===== src/hw/rtl/csb_pkg.sv =====
// csb_pkg: shared types and constants for the counting semaphore bank.
// Holds request codes, controller states, datapath commands and status.
// No dependencies.
package csb_pkg;

   localparam int CMD_W       = 2;
   localparam int IDX_W       = 3;
   localparam int TID_IN_W    = 4;
   localparam int INIT_W      = 16;
   localparam int WOKEN_W     = 4;
   localparam int MAX_RESULTS = 16;
   localparam int DRAIN_W     = $clog2(MAX_RESULTS);

   typedef enum logic [CMD_W-1:0] {
      CMD_OPEN   = 2'd0,
      CMD_CLOSE  = 2'd1,
      CMD_WAIT   = 2'd2,
      CMD_SIGNAL = 2'd3
   } cmd_type;

   typedef enum logic [2:0] {
      ST_IDLE,
      ST_EXEC,
      ST_SIG_LINK,
      ST_DRAIN,
      ST_DRAIN_LINK
   } state_type;

   typedef enum logic [3:0] {
      DP_NONE,
      DP_ACCEPT,
      DP_FAULT,
      DP_OPEN,
      DP_WAIT,
      DP_SIGNAL,
      DP_SIG_LINK,
      DP_CLOSE_EMPTY,
      DP_DRAIN_START,
      DP_DRAIN_EMIT,
      DP_DRAIN_LINK
   } dp_op_type;

   typedef struct packed {
      dp_op_type op;
      logic      rsp_load;
      logic      req_ready;
   } ctl_cmd_type;

   typedef struct packed {
      logic    req_valid;
      logic    out_free;
      logic    fault;
      cmd_type cmd;
      logic    nonempty;
      logic    head_eq_tail;
      logic    drain_last;
   } dp_sts_type;

endpackage


===== src/hw/rtl/csb_if.sv =====
// csb_if: valid/ready channel interfaces for request and response.
// Depends on csb_pkg for field widths.
interface csb_req_if;
   logic                          valid;
   logic                          ready;
   logic [csb_pkg::CMD_W-1:0]     cmd;
   logic [csb_pkg::IDX_W-1:0]     sem_index;
   logic [csb_pkg::TID_IN_W-1:0]  thread_id;
   logic [csb_pkg::INIT_W-1:0]    init_value;

   modport source (output valid, cmd, sem_index, thread_id, init_value, input ready);
   modport sink   (input valid, cmd, sem_index, thread_id, init_value, output ready);
endinterface

interface csb_rsp_if;
   logic                          valid;
   logic                          ready;
   logic                          status;
   logic                          caller_blocked;
   logic                          woken_valid;
   logic [csb_pkg::WOKEN_W-1:0]   woken_thread;
   logic                          last;

   modport source (output valid, status, caller_blocked, woken_valid, woken_thread, last,
                   input ready);
   modport sink   (input valid, status, caller_blocked, woken_valid, woken_thread, last,
                   output ready);
endinterface


===== src/hw/rtl/csb_ram.sv =====
// csb_ram: generic single-write, single-read RAM with registered read data.
// No dependencies.
module csb_ram #(
   parameter  int WIDTH = 8,
   parameter  int DEPTH = 16,
   localparam int AW    = (DEPTH > 1) ? $clog2(DEPTH) : 1
) (
   input  logic             clock,
   input  logic             wr_en,
   input  logic [AW-1:0]    wr_addr,
   input  logic [WIDTH-1:0] wr_data,
   input  logic             rd_en,
   input  logic [AW-1:0]    rd_addr,
   output logic [WIDTH-1:0] rd_data
);

   logic [WIDTH-1:0] mem_ff [DEPTH];
   logic [WIDTH-1:0] rd_data_ff;

   always_ff @(posedge clock) begin
      if (wr_en) begin
         mem_ff[wr_addr] <= wr_data;
      end
      if (rd_en) begin
         rd_data_ff <= mem_ff[rd_addr];
      end
   end

   assign rd_data = rd_data_ff;

endmodule


===== src/hw/rtl/csb_ctrl.sv =====
// csb_ctrl: sequencing state machine for the semaphore bank.
// Depends on csb_pkg; drives csb_datapath through ctl_cmd_type / dp_sts_type.
module csb_ctrl (
   input  logic                 clock,
   input  logic                 reset,
   input  csb_pkg::dp_sts_type  dp_sts,
   output csb_pkg::ctl_cmd_type ctl_cmd
);

   csb_pkg::state_type state_ff, state_in;

   always_ff @(posedge clock) begin
      if (reset) begin
         state_ff <= csb_pkg::ST_IDLE;
      end else begin
         state_ff <= state_in;
      end
   end

   always_comb begin
      state_in           = state_ff;
      ctl_cmd.op         = csb_pkg::DP_NONE;
      ctl_cmd.rsp_load   = 1'b0;
      ctl_cmd.req_ready  = 1'b0;
      unique case (state_ff)
         csb_pkg::ST_IDLE: begin
            ctl_cmd.req_ready = 1'b1;
            if (dp_sts.req_valid) begin
               ctl_cmd.op = csb_pkg::DP_ACCEPT;
               state_in   = csb_pkg::ST_EXEC;
            end
         end
         csb_pkg::ST_EXEC: begin
            if (dp_sts.out_free) begin
               ctl_cmd.rsp_load = 1'b1;
               state_in         = csb_pkg::ST_IDLE;
               if (dp_sts.fault) begin
                  ctl_cmd.op = csb_pkg::DP_FAULT;
               end else begin
                  unique case (dp_sts.cmd)
                     csb_pkg::CMD_OPEN:   ctl_cmd.op = csb_pkg::DP_OPEN;
                     csb_pkg::CMD_WAIT:   ctl_cmd.op = csb_pkg::DP_WAIT;
                     csb_pkg::CMD_SIGNAL: begin
                        ctl_cmd.op = csb_pkg::DP_SIGNAL;
                        if (dp_sts.nonempty && !dp_sts.head_eq_tail) begin
                           state_in = csb_pkg::ST_SIG_LINK;
                        end
                     end
                     csb_pkg::CMD_CLOSE: begin
                        if (dp_sts.nonempty) begin
                           ctl_cmd.op       = csb_pkg::DP_DRAIN_START;
                           ctl_cmd.rsp_load = 1'b0;
                           state_in         = csb_pkg::ST_DRAIN;
                        end else begin
                           ctl_cmd.op = csb_pkg::DP_CLOSE_EMPTY;
                        end
                     end
                     default: ctl_cmd.op = csb_pkg::DP_FAULT;
                  endcase
               end
            end
         end
         csb_pkg::ST_SIG_LINK: begin
            ctl_cmd.op = csb_pkg::DP_SIG_LINK;
            state_in   = csb_pkg::ST_IDLE;
         end
         csb_pkg::ST_DRAIN: begin
            if (dp_sts.out_free) begin
               ctl_cmd.op       = csb_pkg::DP_DRAIN_EMIT;
               ctl_cmd.rsp_load = 1'b1;
               state_in = dp_sts.drain_last ? csb_pkg::ST_IDLE : csb_pkg::ST_DRAIN_LINK;
            end
         end
         csb_pkg::ST_DRAIN_LINK: begin
            ctl_cmd.op = csb_pkg::DP_DRAIN_LINK;
            state_in   = csb_pkg::ST_DRAIN;
         end
         default: state_in = csb_pkg::ST_IDLE;
      endcase
   end

endmodule


===== src/hw/rtl/csb_datapath.sv =====
// csb_datapath: slot tables, wait-queue links, request latch and response register.
// Depends on csb_pkg, csb_if and csb_ram; commanded by csb_ctrl.
module csb_datapath #(
   parameter int SEM_COUNT    = 8,
   parameter int THREAD_COUNT = 16,
   parameter int COUNT_WIDTH  = 16
) (
   input  logic                 clock,
   input  logic                 reset,
   csb_req_if.sink              req_if,
   csb_rsp_if.source            rsp_if,
   input  csb_pkg::ctl_cmd_type ctl_cmd,
   output csb_pkg::dp_sts_type  dp_sts
);

   localparam int SLOT_W  = (SEM_COUNT > 1) ? $clog2(SEM_COUNT) : 1;
   localparam int TID_W   = $clog2(THREAD_COUNT);
   localparam int WORD_W  = COUNT_WIDTH + 2 * TID_W;
   localparam int IDXI_W  = csb_pkg::IDX_W;
   localparam int TIDI_W  = csb_pkg::TID_IN_W;
   localparam int INITI_W = csb_pkg::INIT_W;
   localparam int WOUT_W  = csb_pkg::WOKEN_W;
   localparam int DCNT_W  = csb_pkg::DRAIN_W;
   localparam logic [COUNT_WIDTH-1:0] COUNT_MAX = '1;

   // request latch
   csb_pkg::cmd_type         cmd_ff;
   logic [SLOT_W-1:0]        slot_ff;
   logic [TID_W-1:0]         tid_ff;
   logic [COUNT_WIDTH-1:0]   init_ff;
   logic                     range_fault_ff;

   logic [SEM_COUNT-1:0]     slot_open_ff, slot_open_in;
   logic [SEM_COUNT-1:0]     queue_nonempty_ff, queue_nonempty_in;
   logic [TID_W-1:0]         head_ff, head_in;
   logic [TID_W-1:0]         tail_ff, tail_in;
   logic [DCNT_W-1:0]        drain_cnt_ff, drain_cnt_in;

   logic                     rsp_valid_ff, rsp_valid_in;
   logic                     rsp_status_ff, rsp_blocked_ff, rsp_wvalid_ff, rsp_last_ff;
   logic [WOUT_W-1:0]        rsp_wthread_ff;

   logic [TIDI_W-1:0]         tid_mod;
   logic [IDXI_W+SLOT_W-1:0]  idx_wide;
   logic [TIDI_W+TID_W-1:0]   tid_wide;
   logic [INITI_W+COUNT_WIDTH-1:0] init_wide;
   logic [TID_W+WOUT_W-1:0]   wthread_wide;
   logic [SLOT_W-1:0]         req_slot;

   logic                      accept;
   logic [WORD_W-1:0]         slot_rd_data, slot_wr_data;
   logic                      slot_wr_en;
   logic [COUNT_WIDTH-1:0]    cur_count, count_dec, count_inc;
   logic [TID_W-1:0]          cur_head, cur_tail;
   logic                      cur_open, cur_nonempty, drain_last;
   logic                      next_wr_en, next_rd_en;
   logic [TID_W-1:0]          next_rd_addr, next_rd_data;

   logic                      r_status, r_blocked, r_wvalid, r_last;
   logic [TID_W-1:0]          r_wthread;

   assign accept = (ctl_cmd.op == csb_pkg::DP_ACCEPT);

   // thread number modulo THREAD_COUNT, narrow repeated subtract
   always_comb begin
      tid_mod = req_if.thread_id;
      for (int k = 0; k < 8; k++) begin
         if (32'(tid_mod) >= THREAD_COUNT) begin
            tid_mod = tid_mod - TIDI_W'(THREAD_COUNT);
         end
      end
   end

   assign idx_wide  = {{SLOT_W{1'b0}}, req_if.sem_index};
   assign req_slot  = idx_wide[SLOT_W-1:0];
   assign tid_wide  = {{TID_W{1'b0}}, tid_mod};
   assign init_wide = {{COUNT_WIDTH{1'b0}}, req_if.init_value};

   always_ff @(posedge clock) begin
      if (accept) begin
         cmd_ff         <= csb_pkg::cmd_type'(req_if.cmd);
         slot_ff        <= req_slot;
         tid_ff         <= tid_wide[TID_W-1:0];
         init_ff        <= init_wide[COUNT_WIDTH-1:0];
         range_fault_ff <= (32'(req_if.sem_index) >= SEM_COUNT);
      end
   end

   csb_ram #(
      .WIDTH (WORD_W),
      .DEPTH (SEM_COUNT)
   ) u_slot_ram (
      .clock   (clock),
      .wr_en   (slot_wr_en),
      .wr_addr (slot_ff),
      .wr_data (slot_wr_data),
      .rd_en   (accept),
      .rd_addr (req_slot),
      .rd_data (slot_rd_data)
   );

   csb_ram #(
      .WIDTH (TID_W),
      .DEPTH (THREAD_COUNT)
   ) u_next_ram (
      .clock   (clock),
      .wr_en   (next_wr_en),
      .wr_addr (cur_tail),
      .wr_data (tid_ff),
      .rd_en   (next_rd_en),
      .rd_addr (next_rd_addr),
      .rd_data (next_rd_data)
   );

   assign cur_count    = slot_rd_data[WORD_W-1 -: COUNT_WIDTH];
   assign cur_head     = slot_rd_data[2*TID_W-1 -: TID_W];
   assign cur_tail     = slot_rd_data[TID_W-1:0];
   assign cur_open     = slot_open_ff[slot_ff];
   assign cur_nonempty = queue_nonempty_ff[slot_ff];
   assign count_dec    = cur_count - COUNT_WIDTH'(1);
   assign count_inc    = (cur_count == COUNT_MAX) ? cur_count : cur_count + COUNT_WIDTH'(1);
   assign drain_last   = (head_ff == tail_ff) ||
                         (drain_cnt_ff == DCNT_W'(csb_pkg::MAX_RESULTS - 1));
   assign next_rd_addr = (ctl_cmd.op == csb_pkg::DP_DRAIN_EMIT) ? head_ff : cur_head;

   always_comb begin
      slot_wr_en        = 1'b0;
      slot_wr_data      = {cur_count, cur_head, cur_tail};
      next_wr_en        = 1'b0;
      next_rd_en        = 1'b0;
      slot_open_in      = slot_open_ff;
      queue_nonempty_in = queue_nonempty_ff;
      head_in           = head_ff;
      tail_in           = tail_ff;
      drain_cnt_in      = drain_cnt_ff;
      r_status          = 1'b0;
      r_blocked         = 1'b0;
      r_wvalid          = 1'b0;
      r_wthread         = '0;
      r_last            = 1'b1;
      unique case (ctl_cmd.op)
         csb_pkg::DP_FAULT: r_status = 1'b1;
         csb_pkg::DP_OPEN: begin
            slot_wr_en                 = 1'b1;
            slot_wr_data               = {init_ff, cur_head, cur_tail};
            slot_open_in[slot_ff]      = 1'b1;
            queue_nonempty_in[slot_ff] = 1'b0;
         end
         csb_pkg::DP_WAIT: begin
            slot_wr_en = 1'b1;
            if (cur_count != '0) begin
               slot_wr_data = {count_dec, cur_head, cur_tail};
            end else begin
               r_blocked = 1'b1;
               if (!cur_nonempty) begin
                  slot_wr_data               = {cur_count, tid_ff, tid_ff};
                  queue_nonempty_in[slot_ff] = 1'b1;
               end else begin
                  slot_wr_data = {cur_count, cur_head, tid_ff};
                  next_wr_en   = 1'b1;
               end
            end
         end
         csb_pkg::DP_SIGNAL: begin
            if (cur_nonempty) begin
               r_wvalid  = 1'b1;
               r_wthread = cur_head;
               if (cur_head == cur_tail) begin
                  queue_nonempty_in[slot_ff] = 1'b0;
               end else begin
                  next_rd_en = 1'b1;
               end
            end else begin
               slot_wr_en   = 1'b1;
               slot_wr_data = {count_inc, cur_head, cur_tail};
            end
         end
         csb_pkg::DP_SIG_LINK: begin
            slot_wr_en   = 1'b1;
            slot_wr_data = {cur_count, next_rd_data, cur_tail};
         end
         csb_pkg::DP_CLOSE_EMPTY: begin
            slot_open_in[slot_ff]      = 1'b0;
            queue_nonempty_in[slot_ff] = 1'b0;
         end
         csb_pkg::DP_DRAIN_START: begin
            head_in      = cur_head;
            tail_in      = cur_tail;
            drain_cnt_in = '0;
         end
         csb_pkg::DP_DRAIN_EMIT: begin
            r_wvalid  = 1'b1;
            r_wthread = head_ff;
            r_last    = drain_last;
            if (drain_last) begin
               slot_open_in[slot_ff]      = 1'b0;
               queue_nonempty_in[slot_ff] = 1'b0;
            end else begin
               next_rd_en   = 1'b1;
               drain_cnt_in = drain_cnt_ff + DCNT_W'(1);
            end
         end
         csb_pkg::DP_DRAIN_LINK: head_in = next_rd_data;
         csb_pkg::DP_NONE, csb_pkg::DP_ACCEPT: ;
         default: ;
      endcase
   end

   assign wthread_wide = {{WOUT_W{1'b0}}, r_wthread};

   always_ff @(posedge clock) begin
      if (reset) begin
         slot_open_ff      <= '0;
         queue_nonempty_ff <= '0;
         rsp_valid_ff      <= 1'b0;
      end else begin
         slot_open_ff      <= slot_open_in;
         queue_nonempty_ff <= queue_nonempty_in;
         rsp_valid_ff      <= rsp_valid_in;
      end
   end

   always_ff @(posedge clock) begin
      head_ff      <= head_in;
      tail_ff      <= tail_in;
      drain_cnt_ff <= drain_cnt_in;
      if (ctl_cmd.rsp_load) begin
         rsp_status_ff  <= r_status;
         rsp_blocked_ff <= r_blocked;
         rsp_wvalid_ff  <= r_wvalid;
         rsp_wthread_ff <= wthread_wide[WOUT_W-1:0];
         rsp_last_ff    <= r_last;
      end
   end

   assign rsp_valid_in = ctl_cmd.rsp_load | (rsp_valid_ff & ~rsp_if.ready);

   assign rsp_if.valid          = rsp_valid_ff;
   assign rsp_if.status         = rsp_status_ff;
   assign rsp_if.caller_blocked = rsp_blocked_ff;
   assign rsp_if.woken_valid    = rsp_wvalid_ff;
   assign rsp_if.woken_thread   = rsp_wthread_ff;
   assign rsp_if.last           = rsp_last_ff;
   assign req_if.ready          = ctl_cmd.req_ready;

   assign dp_sts.req_valid    = req_if.valid;
   assign dp_sts.out_free     = ~rsp_valid_ff | rsp_if.ready;
   assign dp_sts.fault        = range_fault_ff | ((cmd_ff != csb_pkg::CMD_OPEN) & ~cur_open);
   assign dp_sts.cmd          = cmd_ff;
   assign dp_sts.nonempty     = cur_nonempty;
   assign dp_sts.head_eq_tail = (cur_head == cur_tail);
   assign dp_sts.drain_last   = drain_last;

endmodule


===== src/hw/rtl/counting_semaphore_bank_core.sv =====
// counting_semaphore_bank_core: bank of counting semaphores with FIFO wait queues.
// Depends on csb_pkg, csb_if, csb_ctrl, csb_datapath, csb_ram.
//
// Usage:
//   req_if (sink) carries one request: cmd (open/close/wait/signal), sem_index,
//   thread_id and init_value. rsp_if (source) returns one or more responses per
//   request; last marks the final one. Both are valid/ready channels.
//   One request is in flight at a time; req_if.ready is high only when idle.
//   Sequencing: open, wait, signal without a further waiter, close with an empty
//   queue and any error go through accept, then the slot table read-modify-write;
//   a signal that leaves waiters queued adds a step to follow the next-thread link.
//   Close with waiters goes through accept and a drain start, then one response
//   and one next-thread RAM read per released thread (no read after the final
//   one), up to 16 released threads.
//   The response register frees the pipeline: the result waits there while the
//   controller returns to idle. When rsp_if.ready is low and a response is held,
//   the block stalls before writing the next response.
//   Reset (synchronous) closes all slots and empties all queues;
//   no clearing pass is needed.
module counting_semaphore_bank_core #(
   parameter int SEM_COUNT    = 8,
   parameter int THREAD_COUNT = 16,
   parameter int COUNT_WIDTH  = 16
) (
   input logic       clock,
   input logic       reset,
   csb_req_if.sink   req_if,
   csb_rsp_if.source rsp_if
);

   csb_pkg::ctl_cmd_type ctl_cmd;
   csb_pkg::dp_sts_type  dp_sts;

   csb_ctrl u_ctrl (
      .clock   (clock),
      .reset   (reset),
      .dp_sts  (dp_sts),
      .ctl_cmd (ctl_cmd)
   );

   csb_datapath #(
      .SEM_COUNT    (SEM_COUNT),
      .THREAD_COUNT (THREAD_COUNT),
      .COUNT_WIDTH  (COUNT_WIDTH)
   ) u_datapath (
      .clock   (clock),
      .reset   (reset),
      .req_if  (req_if),
      .rsp_if  (rsp_if),
      .ctl_cmd (ctl_cmd),
      .dp_sts  (dp_sts)
   );

endmodule


===== src/flat_wrapper.sv =====
// flat-port wrapper written by rule: the top's interface ports become plain ports
module counting_semaphore_bank_core_flat 
#(
   parameter int SEM_COUNT    = 8,
   parameter int THREAD_COUNT = 16,
   parameter int COUNT_WIDTH  = 16
)
  (clock, reset, req_if_valid, req_if_cmd, req_if_sem_index, req_if_thread_id, req_if_init_value, req_if_ready, rsp_if_valid, rsp_if_status, rsp_if_caller_blocked, rsp_if_woken_valid, rsp_if_woken_thread, rsp_if_last, rsp_if_ready);
  csb_req_if req_if_i ();
  csb_rsp_if rsp_if_i ();
  input logic clock;
  input logic reset;
  input wire logic [$bits(req_if_i.valid)-1:0] req_if_valid;
  input wire logic [$bits(req_if_i.cmd)-1:0] req_if_cmd;
  input wire logic [$bits(req_if_i.sem_index)-1:0] req_if_sem_index;
  input wire logic [$bits(req_if_i.thread_id)-1:0] req_if_thread_id;
  input wire logic [$bits(req_if_i.init_value)-1:0] req_if_init_value;
  output wire logic [$bits(req_if_i.ready)-1:0] req_if_ready;
  output wire logic [$bits(rsp_if_i.valid)-1:0] rsp_if_valid;
  output wire logic [$bits(rsp_if_i.status)-1:0] rsp_if_status;
  output wire logic [$bits(rsp_if_i.caller_blocked)-1:0] rsp_if_caller_blocked;
  output wire logic [$bits(rsp_if_i.woken_valid)-1:0] rsp_if_woken_valid;
  output wire logic [$bits(rsp_if_i.woken_thread)-1:0] rsp_if_woken_thread;
  output wire logic [$bits(rsp_if_i.last)-1:0] rsp_if_last;
  input wire logic [$bits(rsp_if_i.ready)-1:0] rsp_if_ready;
  assign req_if_i.valid = req_if_valid;
  assign req_if_i.cmd = req_if_cmd;
  assign req_if_i.sem_index = req_if_sem_index;
  assign req_if_i.thread_id = req_if_thread_id;
  assign req_if_i.init_value = req_if_init_value;
  assign req_if_ready = req_if_i.ready;
  assign rsp_if_valid = rsp_if_i.valid;
  assign rsp_if_status = rsp_if_i.status;
  assign rsp_if_caller_blocked = rsp_if_i.caller_blocked;
  assign rsp_if_woken_valid = rsp_if_i.woken_valid;
  assign rsp_if_woken_thread = rsp_if_i.woken_thread;
  assign rsp_if_last = rsp_if_i.last;
  assign rsp_if_i.ready = rsp_if_ready;
  counting_semaphore_bank_core #(.SEM_COUNT(SEM_COUNT), .THREAD_COUNT(THREAD_COUNT), .COUNT_WIDTH(COUNT_WIDTH)) u_core (.clock(clock), .reset(reset), .req_if(req_if_i), .rsp_if(rsp_if_i));
endmodule

===== config.mk =====
export PLATFORM = sky130hd
export DESIGN_NAME = counting_semaphore_bank_core_flat
export DESIGN_NICKNAME = d
export VERILOG_FILES = /design/src/hw/rtl/csb_pkg.sv /design/src/hw/rtl/csb_if.sv /design/src/hw/rtl/csb_ram.sv /design/src/hw/rtl/csb_ctrl.sv /design/src/hw/rtl/csb_datapath.sv /design/src/hw/rtl/counting_semaphore_bank_core.sv /design/src/flat_wrapper.sv
export SDC_FILE = /design/constraint.sdc
export NUM_CORES = 1
export LEC_CHECK = 0
export ABC_AREA = 1
export BUFFER_PORTS_ARGS = -buffer_cell sky130_fd_sc_hd__buf_2
export CORE_ASPECT_RATIO = 1.4
export CORE_MARGIN = 2
export CORE_UTILIZATION = 63
export CTS_CLUSTER_SIZE = 14
export DETAILED_ROUTE_END_ITERATION = 12
export PLACE_DENSITY = 0.77
export SETUP_SLACK_MARGIN = 0.3
export SYNTH_ARGS = -nofsm -noshare
export SYNTH_HDL_FRONTEND = slang
export SYNTH_SLANG_ARGS = --single-unit

===== constraint.sdc =====
create_clock -name clock -period 3.75 [get_ports clock]
set_clock_uncertainty 0.15 [all_clocks]
set_input_delay 0.5625 -clock clock [delete_from_list [all_inputs] [get_ports clock]]
set_output_delay 0.5625 -clock clock [all_outputs]
set_load 0.02 [all_outputs]

# Word level (Yosys, flattened, before mapping)
# Memory sizes are Yosys's and may differ from the RTL's. A register that Yosys moved wholly into a read port is not among the register bits.
# Cells that the tools add are included.
[totals]
regBits = 65
ramBits = 256
output_inout_bits = 10
n_memories = 2
[memory_table]
columns = ["name", "depth", "word_bits", "rd", "rd_clocked_by_memory_dff", "wr", "line", "rtl"]
rows = [
  ["u_core.u_datapath.u_slot_ram.mem_ff", 8, 24, 1, 1, 1, "csb_ram.sv:17", "logic [WIDTH-1:0] mem_ff [DEPTH];"],
  ["u_core.u_datapath.u_next_ram.mem_ff", 16, 4, 1, 1, 1, "csb_ram.sv:17", ""],
]
[classes]
add_sub_neg = 3
n_lt_le_gt_ge = 2
n_eq_ne = 30
muxes = 61
n_bitwise = 12
n_reduce_logical = 18
[op_table]
columns = ["operator", "count"]
rows = [
  ["case mux 24 bit (4 select lines)", 1],
  ["two-way mux 8 bit", 7],
  ["two-way mux 24 bit", 2],
  ["case mux 8 bit (4 select lines)", 1],
  ["case mux 4 bit (2 select lines)", 3],
  ["case mux 8 bit (3 select lines)", 1],
  ["two-way mux 1 bit", 20],
  ["two-way mux 4 bit", 5],
  ["case mux 4 bit (5 select lines)", 1],
  ["adder 16 x 1 -> 16 bit, second input constant", 1],
  ["AND 8 bit", 2],
  ["== test 16 bit, second input constant", 1],
  ["== test 4 x 3 -> 1 bit, second input constant", 4],
  ["== test 4 bit, second input constant", 4],
  ["two-way mux 16 bit", 1],
  ["OR 8 bit", 2],
  ["case mux 4 bit (4 select lines)", 1],
  ["nonzero test 16 bit", 1],
  ["subtractor 16 x 1 -> 16 bit, second input constant", 1],
  ["two-way mux 3 bit", 4],
  ["!= test 2 bit, second input constant", 6],
  ["case mux 3 bit (4 select lines)", 1],
  ["two-way mux 5 bit", 2],
  ["== test 4 x 2 -> 1 bit, second input constant", 2],
  ["33 further kinds", 52],
]

# Longest topological paths before layout
# Gate-level depths: netlist of the first run.
[logic_depth]
depth_word = 12
ltp_mapped = 21
ltp_nobuf = 18

# Modules after synthesis
# From an unflattened synthesis of the first run, not the netlist that was laid out.
[unflattened]
cells_unflattened = 1896
area_unflattened_um2 = 17171.5
[by_module_without_submodules]
columns = ["mod", "n_inst", "cells_per_inst", "area_per_inst_um2", "seq_area_each_um2"]
rows = [
  ["csb_ram (u_core.u_datapath.u_slot_ram)", 1, 872, 9146.3, 6486.2],
  ["csb_datapath", 1, 681, 4728.3, 1691.6],
  ["csb_ram (u_core.u_datapath.u_next_ram)", 1, 290, 3006.6, 2042.0],
  ["csb_ctrl", 1, 53, 290.3, 60.1],
]

# Least setup slack after synthesis of the first run
# OpenSTA, ideal clock, no wires.
[synth_timing]
path_type = "register to register"
from = "register u_core.u_datapath.slot_ff[2]"
to = "memory u_core.u_datapath.u_slot_ram.mem_ff[0][0] in the netlist's numbering (enable)"
arrival_ns = 2.900
required_ns = 3.195
slack_ns = 0.296
stages_incl_launch_ff = 17
path_buffers = 2
period_less_slack_ns = 3.454
path_cell_list = "edfxtp_1 > buf_6 > nor2_4 > nand3_2 > nand2_2 > inv_2 > nand2_4 > nand2_1 > nand4_1 > nand2_2 > clkinv_1 > nand4_1 > nor2_2 > nor2_2 > and3_1 > buf_2 > nor2_1"
[synth_between]
elab_chain_cells = 12
elab_cells_between_ends = 20
classes_between = "4 x eq/ne; 13 x mux; 2 x bitwise; 1 x reduce/logical"
[synth_rtl]
columns = ["element", "line", "rtl"]
rows = [
  ["from (decl)", "csb_datapath.sv:28", "logic [SLOT_W-1:0] slot_ff;"],
  ["from (signal assigned)", "csb_datapath.sv:82", "slot_ff <= req_slot;"],
  ["binary-select mux 1 bit (select 3 bit), on equally long branches", "csb_datapath.sv:119, csb_datapath.sv:118", ""],
  ["two-way mux 1 bit, on equally long branches", "csb_datapath.sv:119, csb_datapath.sv:118", ""],
  ["two-way mux 4 bit or inverter 1 bit (tied branches)", "csb_ctrl.sv:50, csb_datapath.sv:248", ""],
  ["case mux 4 bit (4 select lines) or AND 1 bit (tied branches)", "csb_ctrl.sv:40, csb_datapath.sv:248", ""],
  ["two-way mux 4 bit", "csb_ctrl.sv:37", "if (dp_sts.fault) begin"],
  ["two-way mux 5 bit", "csb_ctrl.sv:34", "if (dp_sts.out_free) begin"],
  ["case mux 4 bit (5 select lines)", "csb_ctrl.sv:25", "unique case (state_ff)"],
  ["== test 4 x 3 -> 1 bit or == test 4 x 2 -> 1 bit (tied branches)", "csb_datapath.sv:141", "unique case (ctl_cmd.op)"],
  ["OR reduction 3 bit (no source line)", "-", ""],
  ["case mux 1 bit (2 select lines)", "csb_datapath.sv:141", ""],
  ["two-way mux 1 bit", "csb_ram.sv:21", "if (wr_en) begin"],
  ["two-way mux 1 bit (not written as such)", "csb_ram.sv:22", "mem_ff[wr_addr] <= wr_data;"],
  ["to (decl)", "csb_ram.sv:17", ""],
]
# Several ways; a longest one is shown, not always the timed one. The select of a mux whose other input is x is not followed.

# Worst setup path after layout of the first run
[layout_timing]
from = "register u_core.u_datapath.slot_ff[1]"
to = "memory u_core.u_datapath.u_slot_ram.mem_ff[7][4] in the netlist's numbering, data pin"
[layout_between]
elab_chain_cells = 9
elab_cells_between_ends = 18
classes_between = "4 x eq/ne; 12 x mux; 2 x bitwise"
[layout_rtl]
columns = ["element", "line", "rtl"]
rows = [
  ["binary-select mux 1 bit (select 3 bit), on equally long branches", "csb_datapath.sv:119, csb_datapath.sv:118", ""],
  ["two-way mux 1 bit, on equally long branches", "csb_datapath.sv:119, csb_datapath.sv:118", ""],
  ["two-way mux 4 bit or inverter 1 bit (tied branches)", "csb_ctrl.sv:50, csb_datapath.sv:248", ""],
  ["case mux 4 bit (4 select lines) or AND 1 bit (tied branches)", "csb_ctrl.sv:40, csb_datapath.sv:248", ""],
  ["two-way mux 4 bit", "csb_ctrl.sv:37", ""],
  ["two-way mux 5 bit", "csb_ctrl.sv:34", ""],
  ["case mux 4 bit (5 select lines)", "csb_ctrl.sv:25", ""],
  ["== test 4 x 3 -> 1 bit or == test 4 x 2 -> 1 bit (tied branches)", "csb_datapath.sv:141", ""],
  ["case mux 24 bit (4 select lines) *", "csb_datapath.sv:141", ""],
  ["net u_core.u_datapath.slot_wr_data[4]", "csb_datapath.sv:51", "logic [WORD_W-1:0] slot_rd_data, slot_wr_data;"],
]
# The timed path passes the listed nets; every way through them passes the cells marked *. The select of a mux whose other input is x is not followed.

==> results of run 1 <==
[power by group through the flow]
stage                     sequential (uW)  combinational (uW)  clock, uW
after CTS                            4740                1180       3370
after detailed placement             4820                1160          0
after floorplan                      4770                 773          0
after global placement               4820                1130          0
after global routing                 4750                1310       3520
final                                4740                1200       3330
[worst max-delay path, stage by stage (launching register included)]
cell	delay, ns
sky130_fd_sc_hd__edfxtp_1	0.48
sky130_fd_sc_hd__buf_4	0.20
sky130_fd_sc_hd__nand2_2	0.08
sky130_fd_sc_hd__nand3b_4	0.13
sky130_fd_sc_hd__nand2_2	0.08
sky130_fd_sc_hd__inv_1	0.09
sky130_fd_sc_hd__nand2_4	0.09
sky130_fd_sc_hd__nand2_1	0.09
sky130_fd_sc_hd__nand4_1	0.09
sky130_fd_sc_hd__nand2_2	0.17
sky130_fd_sc_hd__clkinv_1	0.10
sky130_fd_sc_hd__nand4_1	0.12
sky130_fd_sc_hd__nor2_2	0.06
sky130_fd_sc_hd__nor2_2	0.10
sky130_fd_sc_hd__nand3_2	0.11
sky130_fd_sc_hd__o21ai_0	0.87
[final timing paths]
path	from	to	depth (start not counted)
max reg2reg	u_core.u_datapath.slot_ff[1]	u_core.u_datapath.u_slot_ram.mem_ff[7][4]	15
min	req_if_init_value[13]	u_core.u_datapath.init_ff[13]	1
max	u_core.u_datapath.slot_ff[1]	u_core.u_datapath.u_slot_ram.mem_ff[7][4]	15
min reg2reg	flop	flop	2
[cell type report]
cell class	count	share of cell area, %
inverter	147	3.18
clock inverter	15	1.04
multi-input combinational	940	26.5
timing repair buffer	86	3.61
clock buffer	42	5.00
sequential	349	58.4
tap	315	2.24
[sequential cells by signal, indices dropped and copies added, names as in the netlist, 2 cells and up, named ones only]
name,flops
u_core.u_datapath.cmd_ff,2
u_core.u_datapath.tid_ff,4
u_core.u_datapath.init_ff,16
u_core.u_datapath.u_slot_ram.mem_ff,192
u_core.u_ctrl.state_ff,3
u_core.u_datapath.u_slot_ram.rd_data,24
u_core.u_datapath.rsp_if.woken_thread,4
u_core.u_datapath.tail_ff,4
u_core.u_datapath.head_ff,4
u_core.u_datapath.u_next_ram.rd_data,4
u_core.u_datapath.slot_ff,3
u_core.u_datapath.drain_cnt_ff,4
u_core.u_datapath.u_next_ram.mem_ff,64
[metrics by stage]
step,worst slack (ns),util [%],power [uW],instances
2_1_floorplan,0.296,-,5550,1504
3_3_place_gp,0.426,66.8,5950,1831
3_5_place_dp,0.276,66.8,5990,1831
4_1_cts,0.409,71.1,9280,1890
5_1_grt,0.193,71.3,9590,1894
6_report,0.385,71.3,9270,1894
[synth_stat cells (2+ instances only)]
cell	n
sky130_fd_sc_hd__edfxtp_1	329
sky130_fd_sc_hd__nor2_1	262
sky130_fd_sc_hd__nand2_1	208
sky130_fd_sc_hd__o21ai_0	159
sky130_fd_sc_hd__inv_1	135
sky130_fd_sc_hd__nand3_1	71
sky130_fd_sc_hd__clkbuf_1	48
sky130_fd_sc_hd__o22ai_1	37
sky130_fd_sc_hd__o211ai_1	34
sky130_fd_sc_hd__a31oi_1	25
sky130_fd_sc_hd__nand4_1	21
sky130_fd_sc_hd__dfxtp_1	20
sky130_fd_sc_hd__xor2_1	20
sky130_fd_sc_hd__nor3_1	16
sky130_fd_sc_hd__o21ai_1	14
sky130_fd_sc_hd__a21oi_1	12
sky130_fd_sc_hd__buf_2	12
sky130_fd_sc_hd__nor2_2	9
sky130_fd_sc_hd__buf_6	7
sky130_fd_sc_hd__inv_2	7
sky130_fd_sc_hd__nand2_2	7
sky130_fd_sc_hd__nand3_2	7
sky130_fd_sc_hd__xnor2_1	7
sky130_fd_sc_hd__nand2_4	5
sky130_fd_sc_hd__nor2_4	5
sky130_fd_sc_hd__nor4_1	5
sky130_fd_sc_hd__ha_1	4
sky130_fd_sc_hd__a211oi_1	3
sky130_fd_sc_hd__clkinv_1	3
sky130_fd_sc_hd__o31ai_1	3
sky130_fd_sc_hd__a21oi_2	2
[timing repair]
action | 4_1_cts | 5_1_grt
resized for setup | 0 | 8
buffers inserted | 2 | 4
endpoints found under the setup margin | 24 | 140
[logic make-up after synthesis]
logic type,after synthesis,share of synthesized area [%]
DFF,349,65.1
and+or+nand+nor,619,17.0
AOI/OAI and AO/OA,290,10.4
xor gates and xnor gates,27,1.50
buffers and inverters,215,5.66
adders and majority gates,4,0.317
[per-layer routing]
metal	part of all wire [%]	global-route usage, %	wire, um
met4	4.8	13.8	1780
met2	49	48.6	18400
met5	0	0	0
met1	38	37.3	14300
met3	7.5	3.63	2810
==> metrics.json, run 1 <==
{
  "avgViaCountPerCell": 6.03,
  "cts_htree_levels": 2,
  "detailed_place_hpwl_um": 24400,
  "antenna_found_initial": 0,
  "critical_path_peak_fanout": 8,
  "io_pins": 39,
  "antenna_left": 0,
  "timing.critical_path.required_ns": 3.76,
  "power_frac_seq_pct": 51.1,
  "synthesis.area_per_instance_sq_um": 10.5,
  "flow.area_growth_from_synthesis_pct": 11.5,
  "criticalPathCategory": "flop to flop",
  "synth_area_leaders": "sky130_fd_sc_hd__edfxtp_1 (63%), sky130_fd_sc_hd__nor2_1 (6.2%), sky130_fd_sc_hd__o21ai_0 (5.0%)",
  "die_area_sq_mm": 0.0264,
  "totalNegativeSetupSlack_ns": 0,
  "rrSetupSlack_ns": 0.39,
  "dr_total_vias": 11417,
  "die_height_um": 191,
  "fp.dieW_um": 138,
  "fraction_of_final_layout_cells_sized_beyond_drive_strength_1_pct": 12.5,
  "synth_sequential_area_ratio_pct": 65.1,
  "numPortBuffers": 38,
  "report.final.setup_viol": 0,
  "hp-class": "primary input to flop",
  "hold_viol_final": 0,
  "p_leak_uw": 0.00649,
  "remaining_drc_errors": 0,
  "worst_setup_path_end_kind": "flop",
  "count_of_routing_violations_after_the_opening_detailed_route_iteration": 1197,
  "ctsLongestPathBuffers": 3,
  "status": "completed",
  "insertion_delay_ns": 0.52,
  "cts_sinks": 349,
  "layout_common_cells": "sky130_fd_sc_hd__edfxtp_1 (329), sky130_fd_sc_hd__nor2_1 (247), sky130_fd_sc_hd__nand2_1 (208)",
  "wl_per_cell_um": 19.7,
  "dpl-instance-area_sq_mm": 0.0165,
  "synth_cell_types": 38,
  "path_clk_slew_ns": 0.06,
  "mostFrequentLayoutCell": "sky130_fd_sc_hd__edfxtp_1",
  "routabilityCongestion": 0.965,
  "timing.critical_path.from_type": "flop",
  "ys.warnings.count": 0,
  "grt-ovfl-total": 0,
  "grt_start_max_net_pins": 98,
  "power.switching_fraction_pct": 25.6,
  "antennaDiodeCount": 0,
  "post_route_minimum_period_ns": 3.36,
  "syn_nets": 1537,
  "worst_slew_pin_slew_ns": 1.10,
  "multi_input_comb_area_sq_mm": 0.00467,
  "synth_enable_flop_cells": 329,
  "cp_data_arrival_time_ns": 3.37,
  "design.final.nets": 1591,
  "tritoncts_clock_tree": "built",
  "combinationalPowerShare_pct": 12.9,
  "number_of_global_route_vias_before_repair": 11026,
  "timing.fmax_mhz": 297,
  "grt_setup_unrepaired": "true",
  "fillerInstances": 1778,
  "slew_headroom_pct": 25.7,
  "first_pass_grt_wire_length_um": 58100,
  "holdBufCountCts": 0,
  "timing.final.crit_share_pct": 89.7,
  "drt_first_pass_iters": 7,
  "ys_ff_latch": 349,
  "cts-buffers-inserted": 34,
  "power.ir.vdd_worst_v": 0.000372,
  "post_synth_instance_area_sq_mm": 0.0158,
  "gr-usage-all-layers_pct": 28.9,
  "rows": 68,
  "max_cap_viol_count": 0,
  "p_int_uw": 6890,
  "ys.flop_type": "sky130_fd_sc_hd__edfxtp_1",
  "hold_ws_ns": 0.0697,
  "netlist.area_leader.share_pct": 62.6,
  "total_switching_power_uw": 2380,
  "fin_area_sq_mm": 0.0176,
  "ys_async_sr_fraction_pct": 0,
  "cts_root_buffer": "sky130_fd_sc_hd__clkbuf_16",
  "synthDominantAreaCellType": "sky130_fd_sc_hd__edfxtp_1",
  "register_area_sq_mm": 0.0103,
  "power.density_mw_per_mm2": 527,
  "maxSlewViolCount": 0,
  "final_wl_um": 37300,
  "power.share.clock_pct": 35.9,
  "floorplan.initialDensity_pct": 64.0,
  "floorplan.core_area_sq_mm": 0.0247,
  "postSynthCellCount": 1504
}
Power figures use the tool's default switching activity.
==> run 2: changes to the inputs <==
CORE_MARGIN = default   (was 2)
==> metrics.json, run 2 (synthesis results as in run 1) <==
{
  "status": "completed",
  "grtUsageMet1_pct": 38.3,
  "detailed_place_hpwl_um": 23500,
  "maxSlewViolCount": 0,
  "p_leak_uw": 0.00647,
  "worst_slew_pin_slew_ns": 1.01,
  "criticalPathCategory": "flop to flop",
  "totalNegativeSetupSlack_ns": 0,
  "grt_start_max_net_pins": 98,
  "ctsLongestPathBuffers": 3,
  "timing.fmax_mhz": 302,
  "final_wl_um": 36800,
  "globalRouteMet3Util_pct": 3.67,
  "hp-class": "primary input to flop",
  "wl_per_cell_um": 19.4,
  "tritoncts_clock_tree": "built",
  "worst_r2r_endpoint": "u_core.u_datapath.u_slot_ram.mem_ff[0][18]",
  "cts_htree_levels": 2,
  "floorplan.core_area_sq_mm": 0.0247,
  "critical_path_peak_fanout": 17,
  "fp.dieW_um": 136,
  "post_route_minimum_period_ns": 3.31,
  "numPortBuffers": 38,
  "grt_most_used_layer": "met2",
  "first_pass_grt_wire_length_um": 57200,
  "antennaDiodeCount": 0,
  "routabilityCongestion": 0.969,
  "cp_data_arrival_time_ns": 3.34,
  "die_area_sq_mm": 0.0257,
  "grt_setup_unrepaired": "false",
  "slew_headroom_pct": 32.8,
  "fraction_of_final_layout_cells_sized_beyond_drive_strength_1_pct": 12.3,
  "insertion_delay_ns": 0.52,
  "timing.hold.worst_path_depth": 1,
  "worst_setup_path_end_kind": "flop",
  "r2r-start": "u_core.u_datapath.slot_ff[2]",
  "hold-path-endpoint": "u_core.u_datapath.init_ff[5]",
  "largest_register_ff_count": 192,
  "cts_root_buffer": "sky130_fd_sc_hd__clkbuf_16",
  "timing.critical_path.from_type": "flop",
  "path_clk_slew_ns": 0.06,
  "number_of_global_route_vias_before_repair": 10764,
  "timing.final.crit_share_pct": 88.2,
  "report.final.setup_viol": 0,
  "die_height_um": 189,
  "hold_viol_final": 0,
  "flow.area_growth_from_synthesis_pct": 11.3,
  "grt-ovfl-total": 0,
  "timing.critical_path.required_ns": 3.79,
  "io_pins": 39,
  "avgViaCountPerCell": 5.95,
  "fin_cells": 1893,
  "remaining_drc_errors": 0,
  "floorplan.initialDensity_pct": 64.0,
  "cts_sinks": 349,
  "layout_common_cells": "sky130_fd_sc_hd__edfxtp_1 (329), sky130_fd_sc_hd__nor2_1 (249), sky130_fd_sc_hd__nand2_1 (208)",
  "mostFrequentLayoutCell": "sky130_fd_sc_hd__edfxtp_1",
  "dr_total_vias": 11259,
  "design.final.nets": 1588,
  "drt_first_pass_iters": 5,
  "max_flop_register": "u_core.u_datapath.u_slot_ram.mem_ff",
  "max_cap_viol_count": 0,
  "gr-usage-all-layers_pct": 29.4,
  "hold_start": "req_if_init_value[5]",
  "count_of_routing_violations_after_the_opening_detailed_route_iteration": 1173,
  "power.density_mw_per_mm2": 520,
  "rrSetupSlack_ns": 0.44,
  "ff2ff_path_depth": 17,
  "rows": 68,
  "fillerInstances": 1764,
  "antenna_left": 0,
  "antenna_found_initial": 0,
  "post-place-cells": 1829,
  "grt.met2_usage_pct": 49.4,
  "cts-buffers-inserted": 34,
  "power.ir.vdd_worst_v": 0.000411
}
[run 2: critical path, cell delays in order, from the launching register on]
cell                       delay (ns)
sky130_fd_sc_hd__edfxtp_1        0.54
sky130_fd_sc_hd__buf_4           0.21
sky130_fd_sc_hd__nand2_2         0.06
sky130_fd_sc_hd__nand3b_4        0.12
sky130_fd_sc_hd__nand2_2         0.07
sky130_fd_sc_hd__inv_1           0.10
sky130_fd_sc_hd__nand2_4         0.09
sky130_fd_sc_hd__nand2_1         0.08
sky130_fd_sc_hd__inv_1           0.04
sky130_fd_sc_hd__nand2_1         0.05
sky130_fd_sc_hd__clkinv_1        0.09
sky130_fd_sc_hd__nand2_1         0.13
sky130_fd_sc_hd__nand4_1         0.15
sky130_fd_sc_hd__nor2_2          0.15
sky130_fd_sc_hd__nor2_2          0.06
sky130_fd_sc_hd__and3_1          0.30
sky130_fd_sc_hd__nor2_2          0.20
sky130_fd_sc_hd__buf_4           0.35
[run 2: worst max path at each step]
| stage | endpoint | from | depth (start not counted) |
|---|---|---|---|
| after floorplan | u_core.u_datapath.u_slot_ram.mem_ff[0][0] | u_core.u_datapath.slot_ff[2] | 16 |
| after global placement | u_core.u_datapath.u_slot_ram.mem_ff[0][20] | u_core.u_datapath.slot_ff[0] | 17 |
| after detailed placement | u_core.u_datapath.u_slot_ram.mem_ff[0][20] | u_core.u_datapath.slot_ff[0] | 14 |
| after CTS | u_core.u_datapath.u_slot_ram.mem_ff[5][18] | u_core.u_datapath.slot_ff[0] | 14 |
| after global routing | u_core.u_datapath.u_next_ram.mem_ff[13][1] | u_core.u_datapath.slot_ff[0] | 16 |
| final | u_core.u_datapath.u_slot_ram.mem_ff[0][18] | u_core.u_datapath.slot_ff[2] | 17 |
[run 2: what timing repair did]
action	4_1_cts	5_1_grt
buffers inserted	0	5
setup endpoints to repair	0	382
resized for setup	0	8
hold buffers	0	0
[run 2: layout make-up]
type                    count  area (sq um)  share of cell area, %
clock buffers              42           902                   5.13
clock inverters            17           126                  0.719
inverters                 147           559                   3.18
multi-input cells         940          4670                   26.6
flip-flops and latches    349         10300                   58.5
well taps                 315           394                   2.24
repair buffers             83           641                   3.65
[run 2: power by group]
group	internal, uW	total (uW)	leakage (uW)	switching [uW]
logic	345	1220	0.00281	873
registers	4620	4750	0.00316	127
clock network	1790	3180	0.000503	1390
[run 2: through the flow]
stage | util (%) | cell area [sq um] | total power (uW) | worst slack, ns | hold slack (ns)
3_3_place_gp | 66.8 | 16500 | 5970 | 0.474 | 0.314
4_1_cts | 70.9 | 17500 | 9150 | 0.323 | 0.0461
2_1_floorplan | - | 15800 | 5550 | 0.296 | 0.287
6_report | 71.2 | 17600 | 9140 | 0.444 | 0.0648
3_5_place_dp | 66.8 | 16500 | 6000 | 0.353 | 0.317
5_1_grt | 71.2 | 17600 | 9460 | 0.289 | 0.0455
[run 2: metal layers]
metal	vias to the layer above	part of all wire (%)
met5	-	0
li1	5325	-
met3	97	6.1
met2	494	50
met1	5343	40
met4	0	3.8
